`src/design/cdf_pkg.sv`:
```
// Shared constants, control struct and coefficient ROM for the complex decimating FIR.
package cdf_pkg;

    localparam int TAPS       = 37;
    localparam int LINE_DEPTH = 64;
    localparam int ADDR_W     = $clog2(LINE_DEPTH);
    localparam int SAMPLE_W   = 16;
    localparam int COEF_W     = 18;
    localparam int FRAC_W     = COEF_W - 1;
    localparam int PROD_W     = SAMPLE_W + COEF_W;
    localparam int ACC_W      = PROD_W + 6;
    localparam int PHASE_W    = 4;
    localparam int FACTOR_W   = 5;
    localparam int FACTOR_MIN = 1;
    localparam int FACTOR_MAX = 16;
    localparam int FACTOR_RST = 4;

    // Per-channel datapath controls
    typedef struct packed {
        logic clear;    // zero the accumulator
        logic mul_en;   // register sample * coef
        logic acc_en;   // add product into accumulator
    } mac_ctrl_t;

    // Q1.17 low-pass taps, k = 0 is applied to the newest sample
    function automatic logic signed [COEF_W-1:0] coef_at(input logic [ADDR_W-1:0] k);
        logic signed [COEF_W-1:0] c;
        case (k)
            6'd0:    c = -18'sd37;
            6'd1:    c = -18'sd33;
            6'd2:    c = 18'sd46;
            6'd3:    c = 18'sd225;
            6'd4:    c = 18'sd462;
            6'd5:    c = 18'sd630;
            6'd6:    c = 18'sd543;
            6'd7:    c = 18'sd33;
            6'd8:    c = -18'sd925;
            6'd9:    c = -18'sd2113;
            6'd10:   c = -18'sd3042;
            6'd11:   c = -18'sd3054;
            6'd12:   c = -18'sd1530;
            6'd13:   c = 18'sd1847;
            6'd14:   c = 18'sd6877;
            6'd15:   c = 18'sd12794;
            6'd16:   c = 18'sd18411;
            6'd17:   c = 18'sd22445;
            6'd18:   c = 18'sd23913;
            6'd19:   c = 18'sd22445;
            6'd20:   c = 18'sd18411;
            6'd21:   c = 18'sd12794;
            6'd22:   c = 18'sd6877;
            6'd23:   c = 18'sd1847;
            6'd24:   c = -18'sd1530;
            6'd25:   c = -18'sd3054;
            6'd26:   c = -18'sd3042;
            6'd27:   c = -18'sd2113;
            6'd28:   c = -18'sd925;
            6'd29:   c = 18'sd33;
            6'd30:   c = 18'sd543;
            6'd31:   c = 18'sd630;
            6'd32:   c = 18'sd462;
            6'd33:   c = 18'sd225;
            6'd34:   c = 18'sd46;
            6'd35:   c = -18'sd33;
            6'd36:   c = -18'sd37;
            default: c = '0;
        endcase
        return c;
    endfunction

endpackage

```
`src/design/complex_decimating_fir.sv`:
```
// Top level of the complex decimating FIR: sample ring memory, tap sequencer, output register.
//
// Usage:
//   Input stream s_*: one complex sample per request, s_tdata = {in_q, in_i}.
//   Output stream m_*: one filtered sample per decimation period,
//   m_tdata = {out_q, out_i}, m_tuser = clipped (either channel saturated).
//   cfg_we / cfg_wdata set the decimation ratio (0 acts as 1, above 16 as 16);
//   write it only while the block is idle.
//   Every accepted sample goes into a 64-entry I/Q ring memory.
//   A sample that closes a decimation period starts a 37-tap sweep: one ring
//   read per cycle feeds one multiplier per channel; the sweep then drains
//   the read and product registers, then the round/saturate state loads
//   m_tdata. Samples that close no period only write the ring.
//   The single read port of the ring memory serialises the taps, so no new
//   sample is taken until the sweep is through.
//   s_tready is low during a sweep. A result waits in the output register
//   while m_tready is low; the next sample is still accepted, and its own
//   sweep stalls at the end until the output register is free.
//   Reset: ring reads as zeros (per-entry valid bits), write pointer and
//   phase count zero, factor 4, no result pending.
module complex_decimating_fir (
    input  logic        clk,
    input  logic        rst_n,
    input  logic        s_tvalid,
    output logic        s_tready,
    input  logic [31:0] s_tdata,     // [15:0] in_i, [31:16] in_q
    output logic        m_tvalid,
    input  logic        m_tready,
    output logic [31:0] m_tdata,     // [15:0] out_i, [31:16] out_q
    output logic        m_tuser,     // [0] clipped
    input  logic        cfg_we,
    input  logic [4:0]  cfg_wdata    // decimation ratio
);

    localparam int AW = cdf_pkg::ADDR_W;
    localparam int SW = cdf_pkg::SAMPLE_W;

    typedef enum logic [1:0] {
        ST_IDLE,
        ST_RUN,
        ST_DRAIN,
        ST_DONE
    } state_t;

    state_t state_reg, state_next;

    logic [cdf_pkg::FACTOR_W-1:0] factor_reg;
    logic [cdf_pkg::FACTOR_W-1:0] factor_eff;
    logic [cdf_pkg::PHASE_W-1:0]  phase_reg, phase_next;
    logic [AW-1:0]                wp_reg, wp_next;
    logic [AW-1:0]                base_reg, base_next;
    logic [AW-1:0]                tap_reg, tap_next;
    logic [AW-1:0]                k1_reg, k1_next;
    logic                         rd_v_reg, rd_v_next;
    logic                         rd_zero_reg, rd_zero_next;
    logic                         prod_v_reg;
    logic [cdf_pkg::LINE_DEPTH-1:0] valid_reg;

    logic                         accept;
    logic                         fire;
    logic [cdf_pkg::FACTOR_W-1:0] phase_inc;
    logic [AW-1:0]                raddr;
    logic [2*SW-1:0]              rdata;
    logic signed [SW-1:0]         samp_i, samp_q;
    logic signed [cdf_pkg::COEF_W-1:0] coef;
    logic signed [SW-1:0]         res_i, res_q;
    logic                         clip_i, clip_q;
    logic                         load_out;
    cdf_pkg::mac_ctrl_t           mac_ctrl;

    logic        m_tvalid_reg;
    logic [31:0] m_tdata_reg;
    logic        m_tuser_reg;

    // clamp factor to 1..16
    always_comb
    begin
        if (factor_reg < cdf_pkg::FACTOR_W'(cdf_pkg::FACTOR_MIN))
        begin
            factor_eff = cdf_pkg::FACTOR_W'(cdf_pkg::FACTOR_MIN);
        end
        else if (factor_reg > cdf_pkg::FACTOR_W'(cdf_pkg::FACTOR_MAX))
        begin
            factor_eff = cdf_pkg::FACTOR_W'(cdf_pkg::FACTOR_MAX);
        end
        else
        begin
            factor_eff = factor_reg;
        end
    end

    assign s_tready  = (state_reg == ST_IDLE);
    assign accept    = s_tvalid && s_tready;
    assign phase_inc = {1'b0, phase_reg} + cdf_pkg::FACTOR_W'(1);
    assign fire      = (phase_inc >= factor_eff);
    assign raddr     = base_reg - tap_reg;
    assign load_out  = (state_reg == ST_DONE) && (!m_tvalid_reg || m_tready);

    cdf_ram #(
        .WIDTH (2 * SW),
        .DEPTH (cdf_pkg::LINE_DEPTH)
    ) u_ring (
        .clk   (clk),
        .we    (accept),
        .waddr (wp_reg),
        .wdata (s_tdata),
        .raddr (raddr),
        .rdata (rdata)
    );

    // never-written entries read as zero
    assign samp_i = rd_zero_reg ? '0 : rdata[SW-1:0];
    assign samp_q = rd_zero_reg ? '0 : rdata[2*SW-1:SW];
    assign coef   = cdf_pkg::coef_at(k1_reg);

    always_comb
    begin
        mac_ctrl.clear  = accept && fire;
        mac_ctrl.mul_en = rd_v_reg;
        mac_ctrl.acc_en = prod_v_reg;
    end

    cdf_mac u_mac_i (
        .clk    (clk),
        .ctrl   (mac_ctrl),
        .sample (samp_i),
        .coef   (coef),
        .result (res_i),
        .clip   (clip_i)
    );

    cdf_mac u_mac_q (
        .clk    (clk),
        .ctrl   (mac_ctrl),
        .sample (samp_q),
        .coef   (coef),
        .result (res_q),
        .clip   (clip_q)
    );

    // sequencer next state
    always_comb
    begin
        state_next   = state_reg;
        phase_next   = phase_reg;
        wp_next      = wp_reg;
        base_next    = base_reg;
        tap_next     = tap_reg;
        k1_next      = k1_reg;
        rd_v_next    = 1'b0;
        rd_zero_next = rd_zero_reg;
        case (state_reg)
            ST_IDLE:
            begin
                if (accept)
                begin
                    wp_next = wp_reg + AW'(1);
                    if (fire)
                    begin
                        phase_next = '0;
                        base_next  = wp_reg;
                        tap_next   = '0;
                        state_next = ST_RUN;
                    end
                    else
                    begin
                        phase_next = phase_inc[cdf_pkg::PHASE_W-1:0];
                    end
                end
            end
            ST_RUN:
            begin
                rd_v_next    = 1'b1;
                rd_zero_next = !valid_reg[raddr];
                k1_next      = tap_reg;
                tap_next     = tap_reg + AW'(1);
                if (tap_reg == AW'(cdf_pkg::TAPS - 1))
                begin
                    state_next = ST_DRAIN;
                end
            end
            ST_DRAIN:
            begin
                if (!rd_v_reg && !prod_v_reg)
                begin
                    state_next = ST_DONE;
                end
            end
            ST_DONE:
            begin
                if (load_out)
                begin
                    state_next = ST_IDLE;
                end
            end
            default:
            begin
                state_next = ST_IDLE;
            end
        endcase
    end

    always_ff @(posedge clk or negedge rst_n)
    begin
        if (!rst_n)
        begin
            state_reg    <= ST_IDLE;
            factor_reg   <= cdf_pkg::FACTOR_W'(cdf_pkg::FACTOR_RST);
            phase_reg    <= '0;
            wp_reg       <= '0;
            base_reg     <= '0;
            tap_reg      <= '0;
            k1_reg       <= '0;
            rd_v_reg     <= 1'b0;
            rd_zero_reg  <= 1'b1;
            prod_v_reg   <= 1'b0;
            valid_reg    <= '0;
            m_tvalid_reg <= 1'b0;
            m_tdata_reg  <= '0;
            m_tuser_reg  <= 1'b0;
        end
        else
        begin
            state_reg   <= state_next;
            phase_reg   <= phase_next;
            wp_reg      <= wp_next;
            base_reg    <= base_next;
            tap_reg     <= tap_next;
            k1_reg      <= k1_next;
            rd_v_reg    <= rd_v_next;
            rd_zero_reg <= rd_zero_next;
            prod_v_reg  <= rd_v_reg;
            if (cfg_we)
            begin
                factor_reg <= cfg_wdata;
            end
            if (accept)
            begin
                valid_reg[wp_reg] <= 1'b1;
            end
            // output payload and valid
            if (load_out)
            begin
                m_tvalid_reg <= 1'b1;
                m_tdata_reg  <= {res_q, res_i};
                m_tuser_reg  <= clip_i || clip_q;
            end
            else if (m_tready)
            begin
                m_tvalid_reg <= 1'b0;
            end
        end
    end

    assign m_tvalid = m_tvalid_reg;
    assign m_tdata  = m_tdata_reg;
    assign m_tuser  = m_tuser_reg;

`ifndef SYNTHESIS
    // products are all in the accumulator before rounding starts
    a_drained: assert property (@(posedge clk) disable iff (!rst_n)
        (state_reg == ST_DONE) |-> (!rd_v_reg && !prod_v_reg))
        else $error("result taken with taps still in flight");

    // a period-closing sample starts the tap sweep at the newest entry
    a_sweep_start: assert property (@(posedge clk) disable iff (!rst_n)
        (accept && fire) |=> (state_reg == ST_RUN && tap_reg == '0
                              && base_reg == $past(wp_reg)))
        else $error("tap sweep did not start on period boundary");

    // a new result only follows the round stage
    a_out_source: assert property (@(posedge clk) disable iff (!rst_n)
        (m_tvalid && !$past(m_tvalid)) |-> $past(state_reg == ST_DONE))
        else $error("result valid raised outside round stage");

    // the ring pointer advances only on accepted samples
    a_wp_step: assert property (@(posedge clk) disable iff (!rst_n)
        !accept |=> $stable(wp_reg))
        else $error("write pointer moved without a sample");
`endif

endmodule

```
`src/design/cdf_ram.sv`:
```
// Generic single-write, single-read RAM with registered read data.
module cdf_ram #(
    parameter int WIDTH = 32,
    parameter int DEPTH = 64
) (
    input  logic                     clk,
    input  logic                     we,
    input  logic [$clog2(DEPTH)-1:0] waddr,
    input  logic [WIDTH-1:0]         wdata,
    input  logic [$clog2(DEPTH)-1:0] raddr,
    output logic [WIDTH-1:0]         rdata
);

    logic [WIDTH-1:0] mem [DEPTH];
    logic [WIDTH-1:0] rdata_reg;

    always_ff @(posedge clk)
    begin
        if (we)
        begin
            mem[waddr] <= wdata;
        end
        rdata_reg <= mem[raddr];
    end

    assign rdata = rdata_reg;

endmodule

```
`src/design/cdf_mac.sv`:
```
// One-channel multiply-accumulate with round-to-nearest and 16-bit saturation.
module cdf_mac (
    input  logic                                 clk,
    input  cdf_pkg::mac_ctrl_t                   ctrl,
    input  logic signed [cdf_pkg::SAMPLE_W-1:0]  sample,
    input  logic signed [cdf_pkg::COEF_W-1:0]    coef,
    output logic signed [cdf_pkg::SAMPLE_W-1:0]  result,
    output logic                                 clip
);

    localparam logic signed [cdf_pkg::ACC_W-1:0] HALF =
        cdf_pkg::ACC_W'(1) <<< (cdf_pkg::FRAC_W - 1);
    localparam logic signed [cdf_pkg::ACC_W-1:0] SAT_HI =
        cdf_pkg::ACC_W'((1 << (cdf_pkg::SAMPLE_W - 1)) - 1);
    localparam logic signed [cdf_pkg::ACC_W-1:0] SAT_LO = -SAT_HI - cdf_pkg::ACC_W'(1);

    logic signed [cdf_pkg::PROD_W-1:0] prod_reg;
    logic signed [cdf_pkg::ACC_W-1:0]  acc_reg;
    logic signed [cdf_pkg::ACC_W-1:0]  rounded;
    logic signed [cdf_pkg::ACC_W-1:0]  shifted;

    always_ff @(posedge clk)
    begin
        if (ctrl.mul_en)
        begin
            prod_reg <= sample * coef;
        end
        if (ctrl.clear)
        begin
            acc_reg <= '0;
        end
        else if (ctrl.acc_en)
        begin
            acc_reg <= acc_reg
                + {{(cdf_pkg::ACC_W - cdf_pkg::PROD_W){prod_reg[cdf_pkg::PROD_W-1]}}, prod_reg};
        end
    end

    // add half an LSB, then floor by arithmetic shift
    assign rounded = acc_reg + HALF;
    assign shifted = rounded >>> cdf_pkg::FRAC_W;

    always_comb
    begin
        clip = 1'b0;
        if (shifted > SAT_HI)
        begin
            result = SAT_HI[cdf_pkg::SAMPLE_W-1:0];
            clip   = 1'b1;
        end
        else if (shifted < SAT_LO)
        begin
            result = SAT_LO[cdf_pkg::SAMPLE_W-1:0];
            clip   = 1'b1;
        end
        else
        begin
            result = shifted[cdf_pkg::SAMPLE_W-1:0];
        end
    end

endmodule
```
`config.mk`:
```
export PLATFORM = sky130hd
export DESIGN_NAME = complex_decimating_fir
export DESIGN_NICKNAME = d
export VERILOG_FILES = /design/src/design/cdf_pkg.sv /design/src/design/complex_decimating_fir.sv /design/src/design/cdf_ram.sv /design/src/design/cdf_mac.sv
export SDC_FILE = /design/constraint.sdc
export NUM_CORES = 2
export LEC_CHECK = 0
export ABC_AREA = 1
export BUFFER_PORTS_ARGS = -buffer_cell sky130_fd_sc_hd__clkbuf_2
export CAP_MARGIN = 20
export CORE_MARGIN = 2
export CORE_UTILIZATION = 58
export DETAILED_ROUTE_END_ITERATION = 12
export PLACE_DENSITY = 0.74
export SETUP_SLACK_MARGIN = 0.1
export SLEW_MARGIN = 30
export SYNTH_ARGS = -nofsm -noshare
export SYNTH_HDL_FRONTEND = slang
export SYNTH_SLANG_ARGS = --single-unit
export TNS_END_PERCENT = 20
```
`constraint.sdc`:
```
create_clock -name clk -period 13.3 [get_ports clk]
set_clock_uncertainty 0.2 [all_clocks]
set_input_delay 0.665 -clock clk [delete_from_list [all_inputs] [get_ports clk]]
set_output_delay 0.665 -clock clk [all_outputs]
set_load 0.01 [all_outputs]
```
After elaboration in Yosys (flattened, before gate mapping)
Memories as Yosys holds them, arrays and structs flattened. A register that Yosys moved wholly into a read port is not among the register bits.
Cells that the tools add are included.
- register bits after elaboration: 284
- RAM bits: 2048
- memory bits (read-only): 1152
- input port bits: 42
- output and inout port bits: 35
- logic and storage cells: 99
- memories: 2
- memories (name ; depth ; width ; read ports ; clocked after memory_dff ; write ports ; RTL line ; RTL):
    u_ring.mem ; 64 ; 32 ; 1 ; 1 ; 1 ; cdf_ram.sv:14 ; logic [WIDTH-1:0] mem [DEPTH];
    (name not given) ; 64 ; 18 ; 1 ; 0 ; 0 ; cdf_pkg.sv:28 ; case (k)
- $add $sub $neg: 8
- $mul: 2
- $lt $le $gt $ge: 10
- eq/ne operators: 9
- muxes and demuxes: 31
- bitwise operators: 1
- reductions and logical operators: 18
- operators with widths (kind ; count):
    $mux W16 ; 6
    $add A40 B18 Y40 const B ; 2
    $add A40 B40 Y40 ; 2
    $mul A16 B18 Y34 ; 2
    $or A64 B64 Y64 ; 1
    $gt A23 B16 Y1 const B ; 2
    $lt A23 B16 Y1 const B ; 2
    $lt A6 B7 Y1 const B ; 2
    $add A6 B1 Y6 const B ; 2
    $mux W6 ; 2
    $pmux W6 S2 ; 1
    $mux W1 ; 11
    $mux W2 ; 5
    $mux W5 ; 2
    $pmux W2 S4 ; 1
    $bmux W1 S6 ; 1
    $demux W1 S6 ; 1
    $eq A6 B6 Y1 const B ; 1
    $ge A6 B1 Y1 const B ; 1
    $ne A2 B2 Y1 const B ; 3
    $reduce_and A3 Y1 ; 2
    $sub A6 B6 Y6 ; 1
    $add A4 B1 Y5 const B ; 1
    $ge A5 B5 Y1 ; 1
    other kinds (13) ; 24

Depth between registers and ports, before layout
- word-level depth: 7
- gate-level depth with buffers: 36
- gate-level depth less buffers: 34

Hierarchy
Synthesis repeated with hierarchy kept, for this count alone.
- cells, all modules: 12633
- area, all modules: 125293.9 µm²
- by module, submodules not included (module ; times used ; cells an instance ; area an instance (µm²) ; sequential area each (µm²)):
    cdf_ram ; 1 ; 6769 ; 82738.1 ; 62139.6
    cdf_mac (u_mac_i) ; 1 ; 2501 ; 17749.5 ; 1821.7
    cdf_mac (u_mac_q) ; 1 ; 2442 ; 17553.1 ; 1821.7
    complex_decimating_fir ; 1 ; 921 ; 7253.2 ; 3405.8

Worst setup path before layout
OpenSTA, ideal clock, no wires.
- kind: reg2reg
- start point: reg k1_reg[1]
- end point: reg u_mac_i.prod_reg[25] (netlist name), data pin
- setup time: 0.262 ns
- data arrival time: 6.447 ns
- data required time: 12.838 ns
- setup slack: 6.390 ns
- cell stages (with the launch flop): 30
- buffers on the path: 3
- clock period less this slack: 6.910 ns
- cells stage by stage: dfrtp_1 buf_2 inv_1 ha_1 o21ai_0 nand2_1 o22ai_1 o21ai_0 nand2_1 clkbuf_1 nor2_1 fa_1 inv_1 fa_1 fa_1 inv_1 fa_1 fa_1 inv_1 fa_1 inv_1 ha_1 clkbuf_1 nand2_1 nor2_1 nand2_1 o21ai_0 nand4_1 a21oi_1 xor2_1
- cells in the longest elaborated chain, start to end: 2
- ends and longest elaborated chain (item ; RTL line ; RTL):
    start, declared ; complex_decimating_fir.sv:53 ; logic [AW-1:0] k1_reg, k1_next;
    start signal, assigned ; complex_decimating_fir.sv:229 ; k1_reg <= k1_next;
    $mem_v2 Z64 W18 ; - ;
    $mul A16 B18 Y34 ; cdf_mac.sv:26 ; prod_reg <= sample * coef;
    end signal, assigned ; cdf_mac.sv:26 ;
    end, declared ; cdf_mac.sv:17 ; logic signed [cdf_pkg::PROD_W-1:0] prod_reg;
No other way between the ends.
A chain may end at the register's enable or synchronous reset.

Final worst setup path
- start point: reg k1_reg[2]
- end point: reg u_mac_i.prod_reg[25] (netlist name), data pin
Same word-level chain as after synthesis.

==> flow_metrics.env <==
export IMPL_wl_met3_um=35300
export IMPL_clockBufferDepth=3
export IMPL_worst_hold_path_type="input port to flip-flop"
export IMPL_cts_buffers=230
export IMPL_place_gp_congestion=0.9231
export IMPL_area_delta_synth_final_pct=9.392
export IMPL_synth_edf_count=2116
export IMPL_root_buffer="clkbuf_16"
export IMPL_core_area_sq_um=206900
export IMPL_layout_commonest_cell="edfxtp_1"
export IMPL_gr_total_overflow=0
export IMPL_drv_slew=0
export IMPL_synthCells=10870
export IMPL_worst_slew_pin_transition_ps=1155
export IMPL_ys_warn_count=0
export IMPL_drive_gt1_share_pct=6.757
export IMPL_wl_per_cell_um=25.27
export IMPL_cp_common_cell="fa_1"
export IMPL_finalSetupViolations=0
export IMPL_num_rows=167
export IMPL_synth_seq_area_share_pct=57.40
export IMPL_fp_dieH_um=459.9
export IMPL_io_buffer_count=76
export IMPL_wl_met1_um=138500
export IMPL_period_minus_slack_ps=8865
export IMPL_slew_limit_headroom_pct=23.00
export IMPL_stdcell_area_sq_um=131800
export IMPL_vias=83680
export IMPL_syn_area_sq_um=120500
export IMPL_critPathMaxStageDelay_ps=810
export IMPL_netlist_top_cells_area="edfxtp_1 53%, fa_1 9.1%, nand2_1 6.1%"
export IMPL_synth_cell_types=57
export IMPL_drt_pass1_iter_count=6
export IMPL_max_freq_mhz=112.8
export IMPL_dieArea_sq_um=211500
export IMPL_post_cts_resized=0
export IMPL_required_ps=13690
export IMPL_grt_max_degree=187
export IMPL_layout_common_cells="2116 x edfxtp_1, 1956 x nand2_1, 1379 x nor2_1"
export IMPL_cts_tree="yes"
export IMPL_hold_viol=0
export IMPL_cts_htree_levels=4
export IMPL_end_kind="flip-flop"
export IMPL_viasPerCell=6.094
export IMPL_drv_max_cap_violation_count=0
export IMPL_drc=0
export IMPL_dpl_hpwl_um=217700
export IMPL_grt_first_pass_wirelength_um=513800
export IMPL_cp_start_kind="flip-flop"
export IMPL_io_pins=77
export IMPL_clock_sinks=2364
export IMPL_die_x_um=459.9
export IMPL_track_usage_pct=32.63
export IMPL_min_period_over_period_pct=66.65
export IMPL_rsz0062_at_grt="no"
export IMPL_status="completed"
export IMPL_place_area_sq_um=124100
export IMPL_clk_pin_slew_ps=60
export IMPL_synth_top_area_share_pct=52.72
export IMPL_drt_iter0_drc=10700
export IMPL_largest_reg_flops=2048
export IMPL_critical_path_class="flip-flop to flip-flop"
export IMPL_ys_async_sr_fraction_pct=5.753
export IMPL_synth_nets=11730
export IMPL_initial_core_util_pct=58.27
export IMPL_ant_nets=0
export IMPL_ys_flop_type="edfxtp_1"
export IMPL_clock_latency_ps=920
export IMPL_synth_seq_cells=2364
export IMPL_synth_area_leader_cell="edfxtp_1"
export IMPL_top_layer_used="met4"
export IMPL_layout_nets=11690
export IMPL_wirelength_um=347000
export IMPL_antenna_found_initial=10
export IMPL_wl_met2_um=156900
export IMPL_grt_pass1_vias=82550
export IMPL_cp_arrival_ps=9250
export IMPL_cpMaxStageDelayCell="clkinv_1"
export IMPL_crit_fanout=18
export IMPL_avgSynthCellArea_sq_um=11.09
export IMPL_fin_tns_setup_ps=0
## stage by stage
step	worst slack, ps	hold WS (ps)	util [%]	instances
after floorplan	6390	169.4	-	10870
after global placement	4672	239.1	59.78	13270
after detailed placement	4576	244.9	60.00	13290
after CTS	4505	191.2	63.71	13730
after global routing	3930	158.0	63.74	13730
final	4435	184.6	63.74	13730
## final timing paths
kind | startpoint | end | slack (ps) | depth (start not counted)
setup / recovery | k1_reg[2] | u_mac_i.prod_reg[25] | 4440 | 26
hold / removal | s_tdata[13] | u_ring.mem[53][13] | 180 | 2
setup reg to reg | k1_reg[2] | u_mac_i.prod_reg[25] | 4440 | 26
hold reg to reg | valid_reg[41] | valid_reg[41] | 260 | 2
max in group asynchronous | rst_n | valid_reg[45] | 11160 | 3
min in group asynchronous | rst_n | m_tdata[30] | 230 | 2
## layer usage
layer / global-route usage (%) / vias to the layer above
met2: 49.72 / 4301
met3: 6.204 / 661
met4: 14.75 / 0
li1: - / 37150
met1: 45.87 / 41570
met5: 0 / -
## cells by family after synthesis
logic type                 Yosys count  synth area share [%]
muxes                              449                 3.730
AOI/OAI and AO/OA                 1814                 8.595
adders and majority gates          819                 11.90
xor gates and xnor gates           144                 1.046
DFF                               2364                 57.40
and+or+nand+nor                   3749                 12.16
buffers and inverters             1526                 5.166
## critical path: cells and delay by family, from the launching register on
family | cells | cell delay [ps]
adder cells (fa/ha/maj) | 7 | 3210
AND/OR/NAND/NOR | 8 | 1970
buffers and inverters | 6 | 1370
AO/OA/AOI/OAI | 4 | 920
flip-flops | 1 | 740
XOR/XNOR | 1 | 90
## cells in the mapped netlist, drive strengths merged (13+ instances only)
| cell type | n |
|---|---|
| o21ai | 837 |
| buf | 231 |
| or2 | 35 |
| nor2 | 1449 |
| o22ai | 420 |
| a21oi | 342 |
| inv | 985 |
| nor3 | 40 |
| o211ai | 36 |
| dfxtp | 112 |
| o32ai | 97 |
| xnor2 | 46 |
| clkbuf | 303 |
| dfrtp | 134 |
| edfxtp | 2116 |
| mux2i | 448 |
| nand4 | 29 |
| a21o | 13 |
| ha | 274 |
| nand3 | 216 |
| xor2 | 98 |
| fa | 545 |
| nand2 | 1965 |
## area by class of cell
cell class                 instances  area [sq um]
inverter                         992          3750
fill                           15780         75010
timing repair buffer             270          2321
clock inverter                   106          1149
sequential                      2364         69190
multi-input combinational       6975         45690
clock buffer                     319          6355
antenna                            2         5.005
tap                             2704          3383
## timing repair
action | in CTS | in global routing
endpoints found under the setup margin | 0 | 0
hold buffers | 17 | 0
hold endpoints to repair | 81 | 0
buffers inserted | 0 | 0
Power is not shown: default switching activity piles up to over one toggle a cycle in this logic, so the estimate is an artifact.
